==> src/rtl/tcs_front.sv <==
`timescale 1ns / 1ps
// ----------------------------------------------------------------------------
// Frame loader
// Places incoming words into the frame memory and flags a completed frame.
// ----------------------------------------------------------------------------
module tcs_front #(
  parameter int FRAME_BYTES = 5120
) (
  input  logic                           clk,
  input  logic                           rst,
  input  logic                           accept,
  input  logic [7:0]                     pixels,
  input  logic                           frame_start,
  output logic                           wr_en,
  output logic [$clog2(FRAME_BYTES)-1:0] wr_addr,
  output logic [7:0]                     wr_data,
  output logic                           frame_done
);

  localparam int AW = $clog2(FRAME_BYTES);

  logic [AW-1:0] pos;
  logic [AW-1:0] cur;
  logic          last;

  assign cur        = frame_start ? '0 : pos;
  assign last       = (cur == AW'(FRAME_BYTES - 1));
  assign wr_en      = accept;
  assign wr_addr    = cur;
  assign wr_data    = pixels;
  assign frame_done = accept && last;

  always_ff @(posedge clk) begin
    if (rst) begin
      pos <= '0;
    end else if (accept) begin
      pos <= last ? '0 : cur + AW'(1);
    end
  end

endmodule

==> config.mk <==
export PLATFORM = sky130hd
export DESIGN_NAME = tcs_front
export DESIGN_NICKNAME = d
export VERILOG_FILES = /design/src/rtl/tcs_front.sv
export SDC_FILE = /design/constraint.sdc
export NUM_CORES = 1
export LEC_CHECK = 0
export BUFFER_PORTS_ARGS = -buffer_cell sky130_fd_sc_hd__buf_2
export CORE_ASPECT_RATIO = 1.2
export CORE_MARGIN = 2
export CORE_UTILIZATION = 35
export CTS_CLUSTER_DIAMETER = 30
export DETAILED_ROUTE_END_ITERATION = 6
export PLACE_DENSITY_LB_ADDON = 0.1
export SETUP_SLACK_MARGIN = 0.15
export SLEW_MARGIN = 15
export SYNTH_ARGS = -nofsm -noshare
export SYNTH_HDL_FRONTEND = slang
export SYNTH_SLANG_ARGS = --single-unit
==> constraint.sdc <==
create_clock -name clk -period 2.58 [get_ports clk]
set_input_delay 0.129 -clock clk [delete_from_list [all_inputs] [get_ports clk]]
set_output_delay 0.129 -clock clk [all_outputs]
set_load 0.05 [all_outputs]
# Word-level counts from Yosys, hierarchy flattened
# Cells that the tools add are included.
[word_totals]
regBits = 13
in_bits = 12
word_cells = 6
out_inout_bits = 23
[op_classes]
reduce_logical = 1
add_sub_neg = 1
n_eq_ne = 1
muxes = 2
[ops]
columns = ["operator", "count"]
rows = [
  ["2-to-1 mux 13 bit", 2],
  ["adder 13 x 1 -> 13 bit (second input constant)", 1],
  ["equality test 13 bit (second input constant)", 1],
  ["logical AND 1 bit", 1],
]

# Logic depth before layout (Yosys ltp)
# Gate-level depths: netlist of the first run.
[depth]
ltp_word = 3
mapped_depth = 8
ltp_nobuf = 7

# Worst setup path after synthesis of the first run
# No wires, ideal clock.
[synth_path]
kind = "input to register"
startpoint = "in frame_start"
endpoint = "reg pos[12]"
setup_time_ns = 0.122
cell_stages = 8
arrival_time_ns = 2.651
n_path_buf = 2
setup_slack_ns = -0.193
required_time_ns = 2.458
path_cell_list = "buf_2 clkbuf_1 nor2b_1 ha_1 nand4_1 o41ai_4 nor4_1 a311o_1"
[synth_between]
elab_chain_len = 3
word_cells_on_any_way = 4
cone_classes = "1 x add/sub; 1 x eq/ne; 2 x mux"
[synth_lines]
columns = ["element", "line", "source"]
rows = [
  ["from (decl)", "13", "input logic frame_start,"],
  ["2-to-1 mux 13 bit (*)", "26", "assign cur = frame_start ? '0 : pos;"],
  ["named net wr_addr[1]", "15", "output logic [$clog2(FRAME_BYTES)-1:0] wr_addr,"],
  ["adder 13 x 1 -> 13 bit or equality test 13 bit (tied branches)", "37, 27", ""],
  ["2-to-1 mux 13 bit (*)", "37", "pos <= last ? '0 : cur + AW'(1);"],
  ["to (signal assigned)", "37", ""],
  ["to (decl)", "22", "logic [AW-1:0] pos;"],
]
# Mark *: on every way through the listed nets, which the timed path passes. The rest lies on a longest branch.
# A chain may end at the register's enable or synchronous reset.

# Final worst setup path of the first run
[layout_path]
startpoint = "reg pos[0]"
endpoint = "out frame_done"
[layout_between]
elab_chain_len = 3
[layout_lines]
columns = ["element", "line", "source"]
rows = [
  ["2-to-1 mux 13 bit", "26", ""],
  ["equality test 13 bit", "27", "assign last = (cur == AW'(FRAME_BYTES - 1));"],
  ["logical AND 1 bit", "31", "assign frame_done = accept && last;"],
  ["to (decl)", "17", "output logic frame_done"],
]
# Every way passes these cells.

==> impl_summary.txt, run 1 <==
----------------------------------------------------
[Job]
  Maximum capacitance violations ... 0

[Drt]
  Routed via count divided by cell count ... 5.69
  Antenna viol nets, final ... 0
  Routed WL ... 2360 um
  First-pass DRT Iterations ... 4
  Total number of vias ... 887
  Drc violations ... 0
  Post-DR wirelength/cell ... 15.1 um
  Initial DRC count ... 15

[Yosys]
  Biggest area contributors in the synthesized netlist ... sky130_fd_sc_hd__dfxtp_1 (27%), sky130_fd_sc_hd__nor2b_1 (7.2%), sky130_fd_sc_hd__buf_4 (7.1%)
  Warnings, synthesis ... 0
  Count of flip-flops with a built-in enable after synthesis ... 0
  Post-Syn Nets ... 127
  Count of distinct cell types in the synthesized netlist ... 41
  Synth top area share ... 27.3%
  Post-synthesis cell type with the largest combined area ... sky130_fd_sc_hd__dfxtp_1
  Gate count of the mapped netlist ... 114
  Most common flop cell mapped by yosys ... sky130_fd_sc_hd__dfxtp_1
  Avg Inst Size Synth ... 8.37 um2
  Top-count cell post-synth ... sky130_fd_sc_hd__dfxtp_1
  List of most frequent post-synthesis cells ... sky130_fd_sc_hd__dfxtp_1 (13), sky130_fd_sc_hd__nor2b_1 (11), sky130_fd_sc_hd__buf_4 (9)
  Fraction of synthesis flops using an asynchronous set or reset pin ... 0%
  Post-synthesis instance area ... 955 um2
  Number of storage elements in the synthesis netlist ... 13
  Sequential cell area fraction in the yosys report ... 27.3%

[Worst setup path]
  Worst Setup Path Type ... flip-flop to output pin
  Number of cells on the worst reg-to-reg path ... 7
  Crit path max fanout ... 7
  Worst stage delay on the critical path ... 410 ps
  Chain of cells forming the critical path ... nand2b_4 -> inv_1 -> ha_1 -> nand4_1 -> nor3_2 -> and2_1 -> buf_2
  Element type at the critical path start ... flip-flop
  Critical R2R Capture ... pos[12]
  CP max stage cell ... sky130_fd_sc_hd__dfxtp_1
  Required time of the critical path ... 2450 ps
  FF-to-FF Start ... pos[0]
  WP data arrival ... 2100 ps
  Top delay family on crit path ... simple AND/OR/NAND/NOR gates
  Buffer and inverter count on the worst path ... 2
  Critical Path Sink Type ... output pin
  Internal reg-to-reg setup slack ... 400 ps

[Timing]
  Final cycle utilization of the critical path ... 86.4%
  Layout Skew ... 4.10 ps
  Relative slew margins ... 67.9%
  Worst hold slack after final layout ... 194 ps
  Setup repair after global routing missed its margin ... false
  Pins over their slew limit ... 0
  Maximum clock frequency ... 0.449 GHz
  Pin slew with the least headroom to its limit ... 481 ps
  Final critical-path setup slack ... 351 ps
  Setup TNS ... 0 ps
  Final hold violations ... 0
  Tmin final ... 2230 ps
  Final setup violation count ... 0

[Pwr]
  Leakage power ... 0.427 nW
  Switching component of the power ... 0.103 mW
  Total internal power ... 0.275 mW
  Power Dens Cells ... 362 nW/um2
  Share of total power consumed by net switching ... 27.2%
  Flop pwr share ... 54.0%
  Combinational share of power ... 11.7%
  Max IR drop VDD ... 0.162 mV
  Clock share of power ... 34.3%

[Clock tree]
  Cts bufs inserted ... 3
  Count of clock tree sinks ... 13
  Post-CTS repair timing setup buffer count ... 0
  Clock latency of the later-clocked register in the worst-skew pair ... 270 ps
  Number of H-tree levels ... 1
  CTS tree ... done
  Clock tree root buffer cell ... sky130_fd_sc_hd__clkbuf_4
  Clock Path Buffers ... 2
  Clock edge transition at the registers on the reported setup and hold paths ... 90 ps

[Worst hold path]
  Hold Path Cell Cnt ... 2
  Beginning of the worst hold path ... rst
  End of the worst hold path ... pos[1]
  Hold crit path type ... input port to flip-flop

[Global routing]
  Pin count of the biggest net entering global routing ... 27
  Initial antenna violation count ... 0
  Vias in the first global route ... 934
  Remaining Overflow, GRT ... 0
  First-pass GRT wire length ... 4110 um
  GRT Util Overall ... 17.4%

[Placement]
  RePlAce Congestion ... 0.815
  Worst setup slack before clock tree synthesis ... 443 ps
  Area of placed instances ... 1010 um2
  Half-perimeter wire length after detailed placement ... 1700 um
  Port bufs ... 18

[Die]
  Std cell rows ... 20
  Horiz. Die Dim ... 51.7 um
  Core region area ... 2550 um2
  Effective utilization at floorplan ... 37.4%
  DIE HEIGHT ... 61.2 um
  Count of boundary I/O pins ... 35
  Total die area ... 3160 um2

[Final layout]
  Area growth syn-to-layout ... 9.44%
  Max FFs per register ... 13
  Net count reported at finish ... 137
  Leading registers by flop count ... pos: 13 flops
  # fillers ... 282
  Top reg by flops ... pos
  Non-Filler Cell Area, Final ... 1040 um2
  Inserted Diodes ... 0
  Layout cells sized above 1 ... 23.6%

[Status]
  Status ... finished clean

----------------------------------------------------
-- cells by family (layout without fill, tap and decap cells) --
logic type,after synthesis,after routing,share of synthesized area [%]
and+or+nand+nor,58,58,40.6
AOI/OAI and AO/OA,22,22,18.2
buffers and inverters,18,27,10.7
DFF,13,13,27.3
xor gates and xnor gates,2,2,1.84
adders and majority gates,1,1,1.31
-- layout by cell type (no fill, tap or decap), types with 3 or more instances in the layout --
cell,instances
sky130_fd_sc_hd__a21oi_1,3
sky130_fd_sc_hd__a22oi_1,3
sky130_fd_sc_hd__a31oi_1,4
sky130_fd_sc_hd__buf_2,18
sky130_fd_sc_hd__clkbuf_4,3
sky130_fd_sc_hd__dfxtp_1,13
sky130_fd_sc_hd__inv_1,4
sky130_fd_sc_hd__nand2_1,8
sky130_fd_sc_hd__nand3_1,4
sky130_fd_sc_hd__nand3b_1,3
sky130_fd_sc_hd__nand4b_1,3
sky130_fd_sc_hd__nor2_1,5
sky130_fd_sc_hd__nor2b_1,10
sky130_fd_sc_hd__nor4_1,4
sky130_fd_sc_hd__o21ai_0,3
sky130_fd_sc_hd__or4_1,3
-- stage by stage --
step	utilization (%)	total power, mW	cells
floorplan	-	0.275	114
global placement	39.7	0.253	152
detailed placement	39.7	0.253	152
CTS	40.7	0.389	156
global route	40.9	0.399	156
finish	40.9	0.378	156
-- repair_timing --
item	in CTS	in global routing
gates resized for setup	0	1
endpoints found under the setup margin	0	1
hold buffers	0	0
-- layout make-up --
type | count | area, um2 | area share, %
multi-input combinational | 83 | 604 | 57.8
sequential | 13 | 260 | 24.9
timing repair buffer | 19 | 97.6 | 9.34
tap | 33 | 41.3 | 3.95
clock buffer | 4 | 26.3 | 2.51
inverter | 4 | 15.0 | 1.44
-- power groups by stage --
stage | combinational (mW) | clock, mW | sequential (mW)
after floorplan | 0.0665 | 0 | 0.209
after global placement | 0.0439 | 0 | 0.209
after detailed placement | 0.0444 | 0 | 0.209
after CTS | 0.0445 | 0.140 | 0.204
after global routing | 0.0482 | 0.146 | 0.204
final | 0.0442 | 0.130 | 0.204
-- worst register-to-register path, stage by stage (launching register included) --
cell and delay [ps]:
sky130_fd_sc_hd__dfxtp_1 410, sky130_fd_sc_hd__nand2b_4 100, sky130_fd_sc_hd__inv_1 80, sky130_fd_sc_hd__ha_1 220, sky130_fd_sc_hd__nand4_1 310, sky130_fd_sc_hd__o41ai_4 550, sky130_fd_sc_hd__nor4_1 110, sky130_fd_sc_hd__a311o_1 320
-- worst max path at each step --
stage | from | cells past startpoint | to
after floorplan | frame_start | 8 | pos[12]
after global placement | pos[1] | 6 | pos[12]
after detailed placement | pos[0] | 7 | pos[12]
after CTS | pos[0] | 7 | frame_done
after global routing | pos[0] | 7 | frame_done
final | pos[0] | 7 | frame_done
-- routing by layer --
layer	vias to the layer above	global-route usage, %	wire length [um]
li1	437	-	-
met1	417	19.9	1040
met2	27	28.6	1150
met3	6	4.13	114
met4	0	12.4	51
met5	-	0	0
Note: power is estimated with default switching activity, not from simulation.
==> run 2: changes to the inputs <==
--- a/config.mk
+++ b/config.mk
@@ -11,7 +11,7 @@
 export CORE_UTILIZATION = 35
 export CTS_CLUSTER_DIAMETER = 30
 export DETAILED_ROUTE_END_ITERATION = 6
-export PLACE_DENSITY_LB_ADDON = 0.1
+export PLACE_DENSITY = 0.61
 export SETUP_SLACK_MARGIN = 0.15
 export SLEW_MARGIN = 15
 export SYNTH_ARGS = -nofsm -noshare
==> run 2 against run 1 <==
Sequential power hardly changed. Clock-buffer cell count is the same. Via count increased by 0.68%. Critical endpoint unchanged. Clock skew down 2.7 ps. Global-route usage down 2.1 points.
==> impl_summary.txt, run 2 (same netlist as run 1, synthesis figures left out) <==
----------------------------------------------------
[Status]
  Status ... finished clean (unchanged)

[Clock tree]
  Clock tree root buffer cell ... sky130_fd_sc_hd__clkbuf_4 (unchanged)
  Number of H-tree levels ... 1 (unchanged)
  Clock Path Buffers ... 2 (unchanged)
  Cts bufs inserted ... 3 (unchanged)
  Count of clock tree sinks ... 13 (unchanged)
  Clock edge transition at the registers on the reported setup and hold paths ... 90 ps (about the same)
  CTS tree ... done (unchanged)
  Clock latency of the later-clocked register in the worst-skew pair ... 280 ps (was 270 ps)

[Drt]
  Routed via count divided by cell count ... 5.72 (was 5.69)
  Initial DRC count ... 20 (was 15)
  Drc violations ... 0 (unchanged)
  Total number of vias ... 893 (was 887)
  First-pass DRT Iterations ... 4 (unchanged)
  Antenna viol nets, final ... 0 (unchanged)
  Post-DR wirelength/cell ... 14.6 um (was 15.1 um)
  Routed WL ... 2270 um (was 2360 um)

[Pwr]
  Leakage power ... 0.427 nW (unchanged)
  Total power ... 0.381 mW (was 0.378 mW)
  Power Dens Cells ... 364 nW/um2 (was 362 nW/um2)
  Max IR drop VDD ... 0.206 mV (was 0.162 mV)

[Final layout]
  Top reg by flops ... pos (unchanged)
  Leading cell type in the layout, fill and taps excluded ... sky130_fd_sc_hd__buf_2 (unchanged)
  Most frequent cells in the layout ... sky130_fd_sc_hd__buf_2 (18), sky130_fd_sc_hd__dfxtp_1 (13), sky130_fd_sc_hd__nor2b_1 (10) (unchanged)
  Leading registers by flop count ... pos: 13 flops (unchanged)
  Final instance count without filler cells ... 156 (unchanged)
  Area growth syn-to-layout ... 9.44% (unchanged)
  Layout cells sized above 1 ... 23.6% (unchanged)
  Net count reported at finish ... 137 (unchanged)
  Max FFs per register ... 13 (unchanged)
  Inserted Diodes ... 0 (unchanged)

[Timing]
  Worst hold slack after final layout ... 187 ps (was 194 ps)
  Pins over their slew limit ... 0 (unchanged)
  Tmin final ... 2270 ps (was 2230 ps)
  Final hold violations ... 0 (unchanged)
  Pin slew with the least headroom to its limit ... 483 ps (was 481 ps)
  Maximum clock frequency ... 0.440 GHz (was 0.449 GHz)
  Final setup violation count ... 0 (unchanged)
  Final cycle utilization of the critical path ... 88.1% (was 86.4%)
  Relative slew margins ... 67.8% (was 67.9%)
  Layout Skew ... 1.45 ps (was 4.10 ps)
  Setup TNS ... 0 ps (unchanged)
  Setup repair after global routing missed its margin ... false (unchanged)

[Worst setup path]
  Worst Setup Path Type ... flip-flop to output pin (unchanged)
  Required time of the critical path ... 2450 ps (about the same)
  Crit path max fanout ... 7 (unchanged)
  Critical Path Sink Type ... output pin (unchanged)
  Element type at the critical path start ... flip-flop (unchanged)
  WP data arrival ... 2150 ps (was 2100 ps)
  Internal reg-to-reg setup slack ... 330 ps (was 400 ps)

[Placement]
  Port bufs ... 18 (unchanged)
  Half-perimeter wire length after detailed placement ... 1620 um (was 1700 um)
  Total instance count after detailed placement ... 152 (unchanged)
  RePlAce Congestion ... 0.833 (was 0.815)

[Die]
  DIE HEIGHT ... 61.2 um (unchanged)
  Effective utilization at floorplan ... 37.4% (unchanged)
  Total die area ... 3160 um2 (unchanged)
  Count of boundary I/O pins ... 35 (unchanged)
  Horiz. Die Dim ... 51.7 um (unchanged)
  Std cell rows ... 20 (unchanged)
  Core region area ... 2550 um2 (unchanged)

[Global routing]
  GRT Util Overall ... 15.2% (was 17.4%)
  First-pass GRT wire length ... 3640 um (was 4110 um)
  Remaining Overflow, GRT ... 0 (unchanged)
  Vias in the first global route ... 807 (was 934)
  Initial antenna violation count ... 0 (unchanged)
  Pin count of the biggest net entering global routing ... 21 (was 27)

[Worst hold path]
  Hold crit path type ... input port to flip-flop (unchanged)

[Job]
  Maximum capacitance violations ... 0 (unchanged)

----------------------------------------------------
run 2: path summary, 6_finish.rpt:
| check | from | endpoint | cells after the start |
|---|---|---|---|
| min | rst | pos[2] | 2 |
| max | pos[0] | frame_done | 7 |
| min reg2reg | pos[6] | pos[6] | 2 |
| max reg2reg | pos[0] | pos[12] | 7 |
run 2: layer usage:
layer	GRT usage (%)	vias up	wire, um
met3	2.91	6	119
met2	24.2	27	1030
li1	-	440	-
met4	7.14	0	45
met5	0	-	0
met1	20.1	420	1080
run 2: critical path, stage by stage (launching register included):
cell and delay (ps):
sky130_fd_sc_hd__dfxtp_1 410, sky130_fd_sc_hd__nand2b_4 100, sky130_fd_sc_hd__inv_1 90, sky130_fd_sc_hd__ha_1 230, sky130_fd_sc_hd__nand4_1 330, sky130_fd_sc_hd__nor3_2 290, sky130_fd_sc_hd__and2_1 160, sky130_fd_sc_hd__buf_2 260
run 2: final cells by class:
cell class | instances | area, um2
Multi-Input combinational cell | 83 | 604
Sequential cell | 13 | 260
Tap cell | 33 | 41.3
Fill cell | 273 | 1510
Timing Repair Buffer | 19 | 97.6
Inverter | 4 | 15.0
Clock buffer | 4 | 26.3
run 2: repair_timing:
item                                    in CTS  in global routing
buffers inserted                             0                  0
endpoints found under the setup margin       0                  1
hold buffers                                 0                  0
resized for setup                            0                  1
run 2: per-stage QoR:
stage	util (%)	setup slack [ps]	instance area [um2]
floorplan	-	289	962
global placement	39.7	504	1010
detailed placement	39.7	370	1010
CTS	40.7	278	1040
global route	40.9	149	1040
finish	40.9	306	1040
run 2: report_power, final:
part | internal [mW] | switching, mW | leakage [nW]
Clock | 0.0599 | 0.0720 | 0.0150
Sequential | 0.202 | 0.00215 | 0.105
Combinational | 0.0132 | 0.0313 | 0.307
==> run 3: changes to the inputs <==
--- a/config.mk
+++ b/config.mk
@@ -5,13 +5,13 @@
 export SDC_FILE = /design/constraint.sdc
 export NUM_CORES = 1
 export LEC_CHECK = 0
-export BUFFER_PORTS_ARGS = -buffer_cell sky130_fd_sc_hd__buf_2
 export CORE_ASPECT_RATIO = 1.2
 export CORE_MARGIN = 2
 export CORE_UTILIZATION = 35
 export CTS_CLUSTER_DIAMETER = 30
 export DETAILED_ROUTE_END_ITERATION = 6
-export PLACE_DENSITY = 0.61
+export DONT_BUFFER_PORTS = 1
+export PLACE_DENSITY = 0.5
 export SETUP_SLACK_MARGIN = 0.15
 export SLEW_MARGIN = 15
 export SYNTH_ARGS = -nofsm -noshare
==> run 3 against run 2 <==
First-iteration DRC count shrank 20%. Largest power group unchanged. Global-route usage grew 1.2 points. Critical endpoint unchanged. Maximum frequency grew 1.8%. Register-to-register slack gained 40 ps. Critical path type unchanged. Non-clock buffer count shrank 8. Die area is the same. Hold slack lost 160 ps. Clock power is essentially flat. Critical path depth is the same. Largest cell class unchanged.
==> impl_summary.txt, run 3 (same netlist as run 1, synthesis figures left out) <==
----------------------------------------------------
[Clock tree]
  Clock Path Buffers ... 2 (unchanged)
  Clock tree root buffer cell ... sky130_fd_sc_hd__clkbuf_4 (unchanged)
  Post-CTS repair timing setup buffer count ... 0 (unchanged)
  Count of clock tree sinks ... 13 (unchanged)
  Clock latency of the later-clocked register in the worst-skew pair ... 280 ps (about the same)
  CTS tree ... done (unchanged)
  Number of H-tree levels ... 1 (unchanged)
  Cts bufs inserted ... 3 (unchanged)
  Clock edge transition at the registers on the reported setup and hold paths ... 90 ps (about the same)

[Die]
  DIE HEIGHT ... 61.2 um (unchanged)
  Horiz. Die Dim ... 51.7 um (unchanged)
  Std cell rows ... 20 (unchanged)
  Core region area ... 2550 um2 (unchanged)
  Effective utilization at floorplan ... 37.4% (unchanged)
  Count of boundary I/O pins ... 35 (unchanged)
  Total die area ... 3160 um2 (unchanged)

[Final layout]
  Inserted Diodes ... 0 (unchanged)
  Area growth syn-to-layout ... 8.13% (was 9.44%)
  # fillers ... 293 (was 273)
  Layout cells sized above 1 ... 17.4% (was 23.6%)
  Max FFs per register ... 13 (unchanged)
  Net count reported at finish ... 129 (was 137)
  Leading registers by flop count ... pos: 13 flops (unchanged)
  Non-Filler Cell Area, Final ... 1030 um2 (was 1040 um2)
  Most frequent cells in the layout ... sky130_fd_sc_hd__dfxtp_1 (13), sky130_fd_sc_hd__nor2b_1 (10), sky130_fd_sc_hd__buf_4 (10) (was sky130_fd_sc_hd__buf_2 (18), sky130_fd_sc_hd__dfxtp_1 (13), sky130_fd_sc_hd__nor2b_1 (10))
  Leading cell type in the layout, fill and taps excluded ... sky130_fd_sc_hd__dfxtp_1 (was sky130_fd_sc_hd__buf_2)
  Top reg by flops ... pos (unchanged)

[Worst setup path]
  Worst Setup Path Type ... flip-flop to output pin (unchanged)
  CP max stage cell ... sky130_fd_sc_hd__dfxtp_1 (unchanged)
  Critical Path Sink Type ... output pin (unchanged)
  Worst stage delay on the critical path ... 410 ps (about the same)
  Required time of the critical path ... 2450 ps (about the same)
  Element type at the critical path start ... flip-flop (unchanged)
  FF-to-FF Start ... pos[0] (unchanged)
  Chain of cells forming the critical path ... nand2b_4 -> inv_1 -> ha_1 -> nand4_1 -> nor3_2 -> and2_1 -> buf_4 (was nand2b_4 -> inv_1 -> ha_1 -> nand4_1 -> nor3_2 -> and2_1 -> buf_2)
  Critical path origin ... pos[0] (unchanged)
  WP data arrival ... 2110 ps (was 2150 ps)
  Crit path max fanout ... 7 (unchanged)

[Pwr]
  Share of total power consumed by net switching ... 25.4% (was 27.7%)
  Power Dens Cells ... 356 nW/um2 (was 364 nW/um2)
  Switching component of the power ... 0.0933 mW (was 0.105 mW)
  Clock share of power ... 36.1% (was 34.6%)
  Leakage power ... 0.387 nW (was 0.427 nW)
  Max IR drop VDD ... 0.183 mV (was 0.206 mV)
  Flop pwr share ... 55.6% (was 53.7%)
  Total power ... 0.367 mW (was 0.381 mW)
  Combinational share of power ... 8.3% (was 11.7%)
  Total internal power ... 0.274 mW (was 0.275 mW)

[Drt]
  Routed WL ... 2320 um (was 2270 um)
  Met1 WL ... 1010 um (was 1080 um)
  Met3 layer wire length in the routed design ... 71 um (was 119 um)
  Routed via count divided by cell count ... 5.95 (was 5.72)
  Drc violations ... 0 (unchanged)
  Post-DR wirelength/cell ... 15.7 um (was 14.6 um)
  Top metal layer carrying routed signals ... met4 (unchanged)
  Antenna viol nets, final ... 0 (unchanged)
  First-pass DRT Iterations ... 4 (unchanged)
  Total number of vias ... 880 (was 893)
  Initial DRC count ... 16 (was 20)
  Met2 layer wire length in the routed design ... 1180 um (was 1030 um)

[Global routing]
  Pin count of the biggest net entering global routing ... 30 (was 21)
  First-pass GRT wire length ... 3890 um (was 3640 um)
  Initial antenna violation count ... 0 (unchanged)
  Remaining Overflow, GRT ... 0 (unchanged)
  Vias in the first global route ... 829 (was 807)
  GRT Util Overall ... 16.5% (was 15.2%)

[Timing]
  Maximum clock frequency ... 0.448 GHz (was 0.440 GHz)
  Final setup violation count ... 0 (unchanged)
  Final cycle utilization of the critical path ... 86.6% (was 88.1%)
  Pins over their slew limit ... 0 (unchanged)
  Final critical-path setup slack ... 346 ps (was 306 ps)
  Layout Skew ... 2.67 ps (was 1.45 ps)
  Tmin final ... 2230 ps (was 2270 ps)
  Final hold violations ... 0 (unchanged)
  Setup repair after global routing missed its margin ... false (unchanged)
  Setup TNS ... 0 ps (unchanged)
  Relative slew margins ... 37.9% (was 67.8%)
  Pin slew with the least headroom to its limit ... 930 ps (was 483 ps)
  Worst hold slack after final layout ... 31.6 ps (was 187 ps)

[Placement]
  Worst setup slack before clock tree synthesis ... 422 ps (was 370 ps)
  RePlAce Congestion ... 0.872 (was 0.833)
  Half-perimeter wire length after detailed placement ... 1640 um (was 1620 um)
  Area of placed instances ... 991 um2 (was 1010 um2)
  Port bufs ... 0 (was 18)

[Status]
  Status ... finished clean (unchanged)

[Worst hold path]
  Hold crit path type ... input port to flip-flop (unchanged)
  Beginning of the worst hold path ... accept (was rst)

[Job]
  Maximum capacitance violations ... 0 (unchanged)

----------------------------------------------------
-- run 3: cell types whose count changed in the layout (fill, tap and decap cells not counted), sizes merged --
| cell | before | now |
|---|---|---|
| buf | 19 | 10 |
| dlygate4sd3 | 0 | 1 |
-- run 3: worst paths after layout --
check	end	depth (start not counted)	slack (ps)
worst min-delay path	pos[7]	2	30
worst max-delay path	frame_done	7	350
worst min register to register	pos[5]	2	550
worst max register to register	pos[12]	7	370
-- run 3: per-stage QoR --
step                std cells  util [%]
global placement          143      38.8
detailed placement        143      38.8
finish                    148      40.4
CTS                       148      40.2
global route              148      40.4
floorplan                 114         -
-- run 3: worst max-delay path: cells and delay by family (launching register included) --
family	cells	cell delay, ps
buf+inv	2	270
flops	1	410
simple gates	4	920
fa+ha+maj	1	230
-- run 3: area by class of cell --
type,count,area [um2],share of cell area (%)
clock buffers,4,26.3,2.55
multi-input cells,83,604,58.5
flip-flops and latches,13,260,25.2
well taps,33,41.3,4.00
inverters,4,15.0,1.45
repair buffers,11,85.1,8.24
-- run 3: metal layers --
layer | vias up | GRT usage, %
met5 | - | 0
met4 | 0 | 9.40
met3 | 6 | 3.16
met2 | 20 | 26.4
met1 | 432 | 20.9
li1 | 422 | -
-- run 3: what timing repair did --
action | in CTS | in global routing
endpoints found under the hold margin | 10 | 0
hold buffers | 1 | 0
gates resized for setup | 0 | 1
setup endpoints to repair | 0 | 1
-- run 3: power groups by stage --
stage / Sequential (mW) / Combinational (mW) / Clock (mW)
4_1_cts: 0.204 / 0.0308 / 0.137
5_1_grt: 0.205 / 0.0338 / 0.144
3_3_place_gp: 0.209 / 0.0268 / 0
2_1_floorplan: 0.209 / 0.0665 / 0
6_report: 0.204 / 0.0304 / 0.133
3_5_place_dp: 0.209 / 0.0271 / 0
